===== config.mk =====
export PLATFORM = sky130hd
export DESIGN_NAME = delta_report_filter_unit
export DESIGN_NICKNAME = d
export VERILOG_FILES = /design/src/hw/rtl/drf_pkg.sv /design/src/hw/rtl/drf_cfg_regs.sv /design/src/hw/rtl/drf_decide.sv /design/src/hw/rtl/delta_report_filter_unit.sv
export VERILOG_INCLUDE_DIRS = /design/src /design/src/hw/rtl
export SDC_FILE = /design/constraint.sdc
export NUM_CORES = 1
export LEC_CHECK = 0
export BUFFER_PORTS_ARGS = -buffer_cell sky130_fd_sc_hd__clkbuf_2
export CELL_PAD_IN_SITES_DETAIL_PLACEMENT = 0
export CELL_PAD_IN_SITES_GLOBAL_PLACEMENT = 2
export CORE_ASPECT_RATIO = 0.7
export CORE_MARGIN = 1.5
export CORE_UTILIZATION = 30
export CTS_CLUSTER_SIZE = 12
export DETAILED_ROUTE_END_ITERATION = 8
export PLACE_DENSITY = 0.68
export SLEW_MARGIN = 20
export SYNTH_ARGS = -nofsm -noshare
export SYNTH_HDL_FRONTEND = slang
export SYNTH_HIERARCHICAL = 1
export SYNTH_SLANG_ARGS = --single-unit

===== constraint.sdc =====
create_clock -name clk -period 16.1 [get_ports clk]
set_input_delay 4.83 -clock clk [delete_from_list [all_inputs] [get_ports clk]]
set_output_delay 4.83 -clock clk [all_outputs]
set_load 0.1 [all_outputs]

===== src/hw/rtl/assert_macros.svh =====
// assertion macros shared by the rtl
// no dependencies; define ASSERT_OFF to compile the checks away
`ifndef ASSERT_MACROS_SVH
`define ASSERT_MACROS_SVH

`ifndef ASSERT_OFF

// same-cycle implication
`define DRF_ASSERT_IMPLY(label, clk, rst_n, ante, cons) \
	label: assert property (@(posedge clk) disable iff (!(rst_n)) (ante) |-> (cons)) \
		else $error("assertion failed: same-cycle implication");

// next-cycle implication
`define DRF_ASSERT_NEXT(label, clk, rst_n, ante, cons) \
	label: assert property (@(posedge clk) disable iff (!(rst_n)) (ante) |=> (cons)) \
		else $error("assertion failed: next-cycle implication");

`else

`define DRF_ASSERT_IMPLY(label, clk, rst_n, ante, cons)
`define DRF_ASSERT_NEXT(label, clk, rst_n, ante, cons)

`endif

`endif


===== src/hw/rtl/drf_pkg.sv =====
// types, codes and reset constants of the delta report filter
// no dependencies
`default_nettype none

package drf_pkg;

	// item modes
	localparam logic [1:0] MODE_TICK   = 2'd0;
	localparam logic [1:0] MODE_SUB    = 2'd1;
	localparam logic [1:0] MODE_CANCEL = 2'd2;

	// configuration register indexes
	localparam int unsigned CFG_IDX_W = 3;
	localparam int unsigned CFG_DATA_W = 16;
	localparam logic [CFG_IDX_W-1:0] REG_CRIT_THRESHOLD = 3'd0;
	localparam logic [CFG_IDX_W-1:0] REG_CRIT_DELTA     = 3'd1;
	localparam logic [CFG_IDX_W-1:0] REG_NORMAL_DELTA   = 3'd2;
	localparam logic [CFG_IDX_W-1:0] REG_MAX_AGE_LIMIT  = 3'd3;
	localparam logic [CFG_IDX_W-1:0] REG_CRIT_MAX_AGE   = 3'd4;
	localparam logic [CFG_IDX_W-1:0] REG_TICK_PERIOD    = 3'd5;
	localparam logic [CFG_IDX_W-1:0] REG_LOW_BATTERY    = 3'd6;

	// reset values
	localparam logic [7:0]  RST_CRIT_THRESHOLD = 8'd35;
	localparam logic [7:0]  RST_CRIT_DELTA     = 8'd1;
	localparam logic [7:0]  RST_NORMAL_DELTA   = 8'd2;
	localparam logic [15:0] RST_MAX_AGE_LIMIT  = 16'd60;
	localparam logic [15:0] RST_CRIT_MAX_AGE   = 16'd5;
	localparam logic [7:0]  RST_TICK_PERIOD    = 8'd5;
	localparam logic [6:0]  RST_LOW_BATTERY    = 7'd30;
	localparam logic [7:0]  RST_LAST_READING   = 8'd10;

	localparam logic [15:0] AGE_STEP = 16'd10;
	localparam logic [15:0] AGE_MAX  = 16'hFFFF;

	typedef enum logic [1:0] {
		LVL_NONE,
		LVL_NORMAL,
		LVL_CRITICAL
	} level_t;

	typedef struct packed {
		logic [7:0]  crit_threshold;
		logic [7:0]  crit_delta;
		logic [7:0]  normal_delta;
		logic [15:0] max_age_limit;
		logic [15:0] crit_max_age;
		logic [7:0]  tick_period;
		logic [6:0]  low_battery;
	} cfg_t;

	typedef struct packed {
		logic [1:0] mode;
		logic [7:0] reading;
		logic [6:0] battery_level;
		logic       critical_only;
	} item_t;

	typedef struct packed {
		logic        send;
		logic        is_critical;
		logic [7:0]  reported_reading;
		logic [15:0] max_age;
	} result_t;

	typedef struct packed {
		logic        subscribed;
		logic        crit_only;
		logic [7:0]  last_reading;
		logic [15:0] age;
		logic [15:0] cur_max_age;
	} state_t;

endpackage

`default_nettype wire


===== src/hw/rtl/drf_cfg_regs.sv =====
// configuration register file of the delta report filter
// depends on drf_pkg
`default_nettype none

module drf_cfg_regs import drf_pkg::*; (
	input  wire logic                  clk,
	input  wire logic                  arst_n,
	input  wire logic                  cfg_we,
	input  wire logic [CFG_IDX_W-1:0]  cfg_index,
	input  wire logic [CFG_DATA_W-1:0] cfg_wdata,
	output cfg_t                       cfg
);

	cfg_t cfg_q;

	always_ff @(posedge clk or negedge arst_n) begin
		if (!arst_n) begin
			cfg_q.crit_threshold <= RST_CRIT_THRESHOLD;
			cfg_q.crit_delta     <= RST_CRIT_DELTA;
			cfg_q.normal_delta   <= RST_NORMAL_DELTA;
			cfg_q.max_age_limit  <= RST_MAX_AGE_LIMIT;
			cfg_q.crit_max_age   <= RST_CRIT_MAX_AGE;
			cfg_q.tick_period    <= RST_TICK_PERIOD;
			cfg_q.low_battery    <= RST_LOW_BATTERY;
		end else if (cfg_we) begin
			case (cfg_index)
				REG_CRIT_THRESHOLD: cfg_q.crit_threshold <= cfg_wdata[7:0];
				REG_CRIT_DELTA:     cfg_q.crit_delta     <= cfg_wdata[7:0];
				REG_NORMAL_DELTA:   cfg_q.normal_delta   <= cfg_wdata[7:0];
				REG_MAX_AGE_LIMIT:  cfg_q.max_age_limit  <= cfg_wdata;
				REG_CRIT_MAX_AGE:   cfg_q.crit_max_age   <= cfg_wdata;
				REG_TICK_PERIOD:    cfg_q.tick_period    <= cfg_wdata[7:0];
				REG_LOW_BATTERY:    cfg_q.low_battery    <= cfg_wdata[6:0];
				default: ;
			endcase
		end
	end

	assign cfg = cfg_q;

endmodule

`default_nettype wire


===== src/hw/rtl/drf_decide.sv =====
// report decision for one item: next subscription state and the result
// depends on drf_pkg
`default_nettype none

module drf_decide import drf_pkg::*; (
	input  cfg_t    cfg,
	input  state_t  st,
	input  item_t   item,
	output state_t  st_next,
	output result_t res
);

	logic [16:0] age_sum;
	logic [15:0] age_sat;
	logic [16:0] expire_sum;
	logic        expired;
	logic [8:0]  delta;
	logic [8:0]  delta_abs;
	logic [7:0]  diff;
	logic        reading_crit;
	logic        sub_crit;
	logic        active;
	logic [16:0] grow_base;
	logic [15:0] grown_age;
	level_t      level;

	always_comb begin
		age_sum    = {1'b0, st.age} + {9'd0, cfg.tick_period};
		age_sat    = age_sum[16] ? AGE_MAX : age_sum[15:0];
		expire_sum = {1'b0, age_sat} + {9'd0, cfg.tick_period};
		expired    = expire_sum >= {1'b0, st.cur_max_age};

		delta     = {item.reading[7], item.reading} - {st.last_reading[7], st.last_reading};
		delta_abs = delta[8] ? (9'd0 - delta) : delta;
		diff      = delta_abs[7:0];

		reading_crit = $signed(item.reading) >= $signed(cfg.crit_threshold);
		sub_crit     = $signed(item.reading) > $signed(cfg.crit_threshold);
		active       = st.subscribed && (item.battery_level != 7'd0);

		// normal report restarts growth from the step after a critical period
		grow_base = (st.cur_max_age == cfg.crit_max_age) ? {1'b0, AGE_STEP}
			: ({1'b0, st.cur_max_age} + {1'b0, AGE_STEP});
		grown_age = (grow_base > {1'b0, cfg.max_age_limit}) ? cfg.max_age_limit
			: grow_base[15:0];

		if (expired) begin
			if (reading_crit)
				level = LVL_CRITICAL;
			else if (!st.crit_only)
				level = LVL_NORMAL;
			else
				level = LVL_NONE;
		end else if (reading_crit && diff >= cfg.crit_delta) begin
			level = LVL_CRITICAL;
		end else if (!st.crit_only && diff >= cfg.normal_delta
			&& item.battery_level > cfg.low_battery) begin
			level = LVL_NORMAL;
		end else begin
			level = LVL_NONE;
		end
	end

	always_comb begin
		st_next = st;
		res.send = 1'b0;
		res.is_critical = 1'b0;
		case (item.mode)
			MODE_SUB: begin
				st_next.subscribed   = 1'b1;
				st_next.crit_only    = item.critical_only;
				st_next.last_reading = item.reading;
				res.send             = 1'b1;
				res.is_critical      = sub_crit;
			end
			MODE_CANCEL: begin
				st_next.subscribed = 1'b0;
			end
			MODE_TICK: begin
				if (active) begin
					st_next.age = expired ? 16'd0 : age_sat;
					case (level)
						LVL_CRITICAL: begin
							st_next.last_reading = item.reading;
							st_next.cur_max_age  = cfg.crit_max_age;
							res.send             = 1'b1;
							res.is_critical      = 1'b1;
						end
						LVL_NORMAL: begin
							st_next.last_reading = item.reading;
							st_next.cur_max_age  = grown_age;
							res.send             = 1'b1;
						end
						default: ;
					endcase
				end
			end
			default: ;
		endcase
		res.reported_reading = st_next.last_reading;
		res.max_age          = st_next.cur_max_age;
	end

endmodule

`default_nettype wire


===== src/hw/rtl/delta_report_filter_unit.sv =====
// top level of the delta report filter: input stage, decision, result stage
// depends on drf_pkg, drf_cfg_regs, drf_decide and assert_macros.svh
//
// channel   handshake              payload
// in        in_valid / in_ready    mode, reading, battery_level, critical_only
// out       out_valid / out_ready  send, is_critical, reported_reading, max_age
// cfg       cfg_we (no wait)       cfg_index, cfg_wdata
//
// every item gives exactly one result, held first in the input register and then in the result register
// one item per cycle sustained while out_ready stays high; the decision sits between the input and result registers
// subscription state is updated in the same cycle the result register loads
// a stalled result holds the input stage, which in turn drops in_ready
// reset clears the handshake state and loads the register and state reset values
`default_nettype none
`include "assert_macros.svh"

module delta_report_filter_unit import drf_pkg::*; (
	input  wire logic                  clk,
	input  wire logic                  arst_n,
	input  wire logic                  in_valid,
	output logic                       in_ready,
	input  wire logic [1:0]            mode,
	input  wire logic signed [7:0]     reading,
	input  wire logic [6:0]            battery_level,
	input  wire logic                  critical_only,
	output logic                       out_valid,
	input  wire logic                  out_ready,
	output logic                       send,
	output logic                       is_critical,
	output logic signed [7:0]          reported_reading,
	output logic [15:0]                max_age,
	input  wire logic                  cfg_we,
	input  wire logic [CFG_IDX_W-1:0]  cfg_index,
	input  wire logic [CFG_DATA_W-1:0] cfg_wdata
);

	cfg_t    cfg;
	item_t   item_s1;
	logic    valid_s1;
	result_t res_s2;
	logic    valid_s2;
	state_t  st_q;
	state_t  st_next;
	result_t res_next;
	logic    load;

	drf_cfg_regs u_cfg (
		.clk       (clk),
		.arst_n    (arst_n),
		.cfg_we    (cfg_we),
		.cfg_index (cfg_index),
		.cfg_wdata (cfg_wdata),
		.cfg       (cfg)
	);

	drf_decide u_decide (
		.cfg     (cfg),
		.st      (st_q),
		.item    (item_s1),
		.st_next (st_next),
		.res     (res_next)
	);

	// item moves on when the result register is empty or draining
	assign load     = valid_s1 && (!valid_s2 || out_ready);
	assign in_ready = !valid_s1 || load;

	always_ff @(posedge clk or negedge arst_n) begin
		if (!arst_n) begin
			valid_s1 <= 1'b0;
		end else if (in_ready) begin
			valid_s1 <= in_valid;
		end
	end

	always_ff @(posedge clk) begin
		if (in_valid && in_ready) begin
			item_s1.mode          <= mode;
			item_s1.reading       <= reading;
			item_s1.battery_level <= battery_level;
			item_s1.critical_only <= critical_only;
		end
	end

	always_ff @(posedge clk or negedge arst_n) begin
		if (!arst_n) begin
			st_q.subscribed   <= 1'b0;
			st_q.crit_only    <= 1'b0;
			st_q.last_reading <= RST_LAST_READING;
			st_q.age          <= 16'd0;
			st_q.cur_max_age  <= RST_MAX_AGE_LIMIT;
		end else if (load) begin
			st_q <= st_next;
		end
	end

	always_ff @(posedge clk or negedge arst_n) begin
		if (!arst_n) begin
			valid_s2 <= 1'b0;
		end else if (load) begin
			valid_s2 <= 1'b1;
		end else if (out_ready) begin
			valid_s2 <= 1'b0;
		end
	end

	always_ff @(posedge clk) begin
		if (load) begin
			res_s2 <= res_next;
		end
	end

	assign out_valid        = valid_s2;
	assign send             = res_s2.send;
	assign is_critical      = res_s2.is_critical;
	assign reported_reading = $signed(res_s2.reported_reading);
	assign max_age          = res_s2.max_age;

	`DRF_ASSERT_IMPLY(a_ready_when_empty, clk, arst_n, !valid_s1, in_ready)
	`DRF_ASSERT_IMPLY(a_no_overwrite, clk, arst_n, valid_s2 && !out_ready, !load)
	`DRF_ASSERT_NEXT(a_state_holds, clk, arst_n, !load, $stable(st_q))
	`DRF_ASSERT_NEXT(a_send_needs_sub, clk, arst_n, load && res_next.send, st_q.subscribed)

endmodule

`default_nettype wire


# --- After elaboration in Yosys (flattened, before gate mapping) ---
# Cells that the tools add are included.
word_totals:
  elab_cells: 94
  regBits: 159
  out_inout_bits: 28
classes:
  magnitude_cmp: 7
  n_addsub: 5
  n_reduce_logical: 27
  n_mux: 22
  n_eq_ne: 11
ops:
  columns: ["cell", "n"]
  rows:
  - ["16-bit two-way mux", 4]
  - ["40-bit two-way mux", 1]
  - ["16-bit by 8-bit adder with 17-bit output", 2]
  - ["16-bit one-hot mux with 2 select lines", 1]
  - ["8-bit >= comparator", 3]
  - ["2-bit AND reduction", 9]
  - ["16-bit by 4-bit adder with 17-bit output (second input constant)", 1]
  - ["17-bit by 16-bit >= comparator with 1-bit output", 1]
  - ["17-bit by 16-bit > comparator with 1-bit output", 1]
  - ["17-bit two-way mux", 1]
  - ["16-bit == test", 1]
  - ["8-bit two-way mux", 2]
  - ["8-bit one-hot mux with 2 select lines", 1]
  - ["3-bit == test (second input constant)", 3]
  - ["8-bit by 8-bit subtractor with 9-bit output", 1]
  - ["8-bit > comparator", 1]
  - ["2-bit two-way mux", 4]
  - ["1-bit by 8-bit subtractor with 8-bit output (first input constant)", 1]
  - ["7-bit > comparator", 1]
  - ["7-bit nonzero test", 1]
  - ["3-bit by 2-bit == test with 1-bit output (second input constant)", 2]
  - ["1-bit logical AND", 6]
  - ["1-bit two-way mux", 6]
  - ["2-bit by 1-bit == test with 1-bit output (second input constant)", 2]
  - ["other kinds (11)", 16]

# --- Longest topological paths before layout ---
logic_depth:
  depth_word: 14
  ltp_mapped: 34

# --- Hierarchy ---
# The synthesis kept the hierarchy.
modules_own_cells:
  columns: ["mod", "instances", "seq_area_each_um2", "cells_per_inst", "area_each_um2"]
  rows:
  - ["drf_decide", 1, 0.0, 707, 5054.8]
  - ["delta_report_filter_unit", 1, 2429.8, 141, 3149.3]
  - ["drf_cfg_regs", 1, 1798.0, 158, 2795.2]

# --- Worst setup path before layout ---
# OpenSTA, ideal clock, no wires.
synth_timing:
  kind: "in2out"
  start: "in out_ready"
  end: "out in_ready"
  t_required_ns: 11.270
  n_path_buf: 0
  path_stages: 1
  arrival_time_ns: 5.652
  slack_ns: 5.618
  path_cell_list: "nand3b_1"
synth_via:
  elab_chain_len: 3
synth_lines:
  columns: ["element", "line_no", "source"]
  rows:
  - ["start: declaration", "delta_report_filter_unit.sv:27", "input wire logic out_ready,"]
  - ["1-bit logical OR", "delta_report_filter_unit.sv:65", "assign load = valid_s1 && (!valid_s2 || out_ready);"]
  - ["1-bit logical AND", "delta_report_filter_unit.sv:65", null]
  - ["1-bit logical OR", "delta_report_filter_unit.sv:66", "assign in_ready = !valid_s1 || load;"]
  - ["end: declaration", "delta_report_filter_unit.sv:21", "output logic in_ready,"]
# No other way between the ends.

# --- Worst setup path in the final report ---
# Ends and elaborated chain as after synthesis.

==> results.sh <==
export IMPL_cp_slowest_cell="clkbuf_2"
export IMPL_synthSimpleGateAreaFrac=0.101
export IMPL_drt_iter0_drc=460
export IMPL_post_synth_top_area_cell="dfrtp_1"
export IMPL_layout_drive_gt1_share=0.268
export IMPL_grt_total_usage=0.160
export IMPL_cts_sinks=159
export IMPL_cts_root_buffer="clkbuf_16"
export IMPL_pwr_share_comb=0.578
export IMPL_power_frac_seq=0.251
export IMPL_async_reset_ff_frac=0.723
export IMPL_synthMuxAreaShare=0.155
export IMPL_max_clock_freq_ghz=0.0967
export IMPL_gp_congestion=0.831
export IMPL_yosysMostFrequentCell="ha_1"
export IMPL_cts_made_buffers=17
export IMPL_p_per_area_mw_per_mm2=205
export IMPL_wl_mm=29.1
export IMPL_htreeDepth=4
export IMPL_cp_required_ps=11270
export IMPL_grt_first_pass_wirelength_mm=45.3
export IMPL_outcome="completed"
export IMPL_power_share_switching=0.448
export IMPL_grt_ovfl_total=0
export IMPL_die_h_um=163
export IMPL_grt_start_max_net_pins=60
export IMPL_synth_cells=1006
export IMPL_first_pass_iters=4
export IMPL_synth_flop_cell="dfrtp_1"
export IMPL_cts_tree="yes"
export IMPL_clkTransAtPathRegs_ps=60
export IMPL_hold_path_class="flop to flop"
export IMPL_synth_compound_area_frac=0.135
export IMPL_synth_top_area_share=0.209
export IMPL_cp_cell_sequence="clkbuf_2 > nand3b_1 > clkbuf_2"
export IMPL_place_area_mm2=0.0116
export IMPL_worstSkewPairLatency_ps=440
export IMPL_rows=58
export IMPL_post_dp_hpwl_mm=21.4
export IMPL_synth_area_leaders="dfrtp_1 21%, edfxtp_1 12%, ha_1 11%"
export IMPL_ir_worst_vdd_mv=0.0996
export IMPL_die_w_um=232
export IMPL_totalPowerFinal_uw=2500
export IMPL_slew_limit_headroom=0.357
export IMPL_ys_top_cells_by_count="93 x ha_1, 92 x dfrtp_1, 92 x inv_1"
export IMPL_synth_adder_area_share=0.111
export IMPL_crit_buf_inv=2
export IMPL_ctsHoldBuffers=0
export IMPL_viasPerCell=4.93
export IMPL_wire_per_inst_um=18.9
export IMPL_synth_top_family_by_area="multiplexers"
export IMPL_crit_arrival_ps=5510
export IMPL_finClkSkew_ps=7.68
export IMPL_crit_top_cell="clkbuf_2"
export IMPL_p_int_uw=1380
export IMPL_yosysUniqueCellTypes=86
export IMPL_fin_crit_ps=10340
export IMPL_fin_area_mm2=0.0122
export IMPL_dieArea_mm2=0.0378
export IMPL_synth_net_count=1144
export IMPL_io_buffers=69
export IMPL_power_leakage_uw=0.00540
export IMPL_critical_path_class="input port to output port"
export IMPL_syn_cell_area_mm2=0.0110
export IMPL_fin_cells=1536
export IMPL_power_clock_fraction=0.171
export IMPL_antenna_found_initial=2
export IMPL_synth_edf_count=44
export IMPL_post_place_cells=1503
export IMPL_cts_resized=0
export IMPL_core_area_mm2=0.0360
export IMPL_initial_utilization=0.306
export IMPL_cts_setup_buffers=0
export IMPL_postSynthAreaPerCell_um2=10.9
export IMPL_finalHoldViolations=0
export IMPL_ys_warnings_count=6
export IMPL_fin_nets=1180
export IMPL_power_switching_uw=1120
export IMPL_area_growth_pct=10.9
export IMPL_critPathMaxFanout=3
export IMPL_grt_pass1_vias=7334
export IMPL_fin_crit_sh=0.642
export IMPL_worst_pin_slew_ps=964
export IMPL_start_kind="input port"
export IMPL_synth_seq_cells=159
export IMPL_drcViolationCount=0
export IMPL_slowest_delay_ps=470
export IMPL_synthXorXnorAreaFrac=0.0454
export IMPL_rsz0062_at_grt="no"
export IMPL_critPathTopFamily="buffers and inverters"
export IMPL_cts_max_path_buffers=2
export IMPL_endpoint_kind="output port"
export IMPL_cap_violations=0
export IMPL_finalSetupViolCount=0
export IMPL_antenna_left=0
export IMPL_io_pins=70
export IMPL_dr_total_vias=7567
export IMPL_seq_area_frac_synth=0.384
export IMPL_slew_viol_final=0
export IMPL_hold_ws_ps=508
export IMPL_tns_ps=0
cell type report:
type / instances / area [µm²]
Antenna cell: 1 / 2.50
Clock buffer: 21 / 440
Clock inverter: 11 / 165
Fill cell: 3638 / 23800
Inverter: 92 / 345
Multi-Input combinational cell: 697 / 6020
Sequential cell: 159 / 4230
Tap cell: 480 / 601
Timing Repair Buffer: 75 / 393
per-stage QoR:
stage	worst slack [ps]	util
2_1_floorplan	5620	-
3_3_place_gp	5760	0.322
3_5_place_dp	5760	0.322
4_1_cts	5750	0.339
5_1_grt	5720	0.339
6_report	5760	0.339
per-layer routing:
metal / wire length (µm) / vias to the layer above / GRT usage
li1: - / 3699 / -
met1: 16200 / 3707 / 0.254
met2: 11600 / 148 / 0.220
met3: 1020 / 13 / 0.0281
met4: 266 / 0 / 0.0325
met5: 0 / - / 0
sequential cells by signal, summed over array words and instances, names as in the netlist:
register          cells
send                  1
valid_s1              1
item_s1              18
u_cfg/cfg            71
st_q                 42
reported_reading      8
out_valid             1
max_age              16
is_critical           1
power groups by stage:
stage	Combinational, µW	Sequential (µW)	Clock, µW
CTS	1450	630	443
floorplan	1040	734	0
detailed placement	1440	636	0
global route	1620	645	455
finish	1450	629	428
global placement	1440	634	0
worst register-to-register path, delay by kind of cell (launching register included):
kind                     cells  cell delay (ps)
AO/OA/AOI/OAI               16             3720
multiplexers                 2              420
flip-flops                   1              550
adder cells (fa/ha/maj)      5             1170
AND/OR/NAND/NOR              7             1580
buffers and inverters        2              450
layout by cell type (no fill, tap or decap), types with 44 or more instances in the layout:
cell / n
nor2_1: 54
mux2_2: 80
ha_1: 93
inv_1: 92
dfrtp_1: 92
clkbuf_2: 68
a21oi_1: 59
edfxtp_1: 44
xnor2_1: 51
mux2_4: 49
kinds of logic after synthesis:
logic type               count (synthesis)
AND/OR/NAND/NOR                        200
AO/OA/AOI/OAI                          209
flip-flops                             159
multiplexers                           135
adder cells (fa/ha/maj)                 96
buffers and inverters                  150
XOR/XNOR                                57
worst paths after layout:
check,from,endpoint,slack (ps),depth (start not counted)
max,out_ready,in_ready,5760,3
min,u_cfg/cfg[65]$_DFFE_PN0P_,u_cfg/cfg[65]$_DFFE_PN0P_,510,1
max reg2reg,u_cfg/cfg[7]$_DFFE_PN1P_,st_q[9]$_DFFE_PN0P_,8080,32
min reg2reg,u_cfg/cfg[65]$_DFFE_PN0P_,u_cfg/cfg[65]$_DFFE_PN0P_,510,1
max in group asynchronous,arst_n,st_q[28]$_DFFE_PN0P_,10250,2
min in group asynchronous,arst_n,u_cfg/cfg[24]$_DFFE_PN0P_,4470,1
No activity file was read; power rests on OpenSTA's default activity.
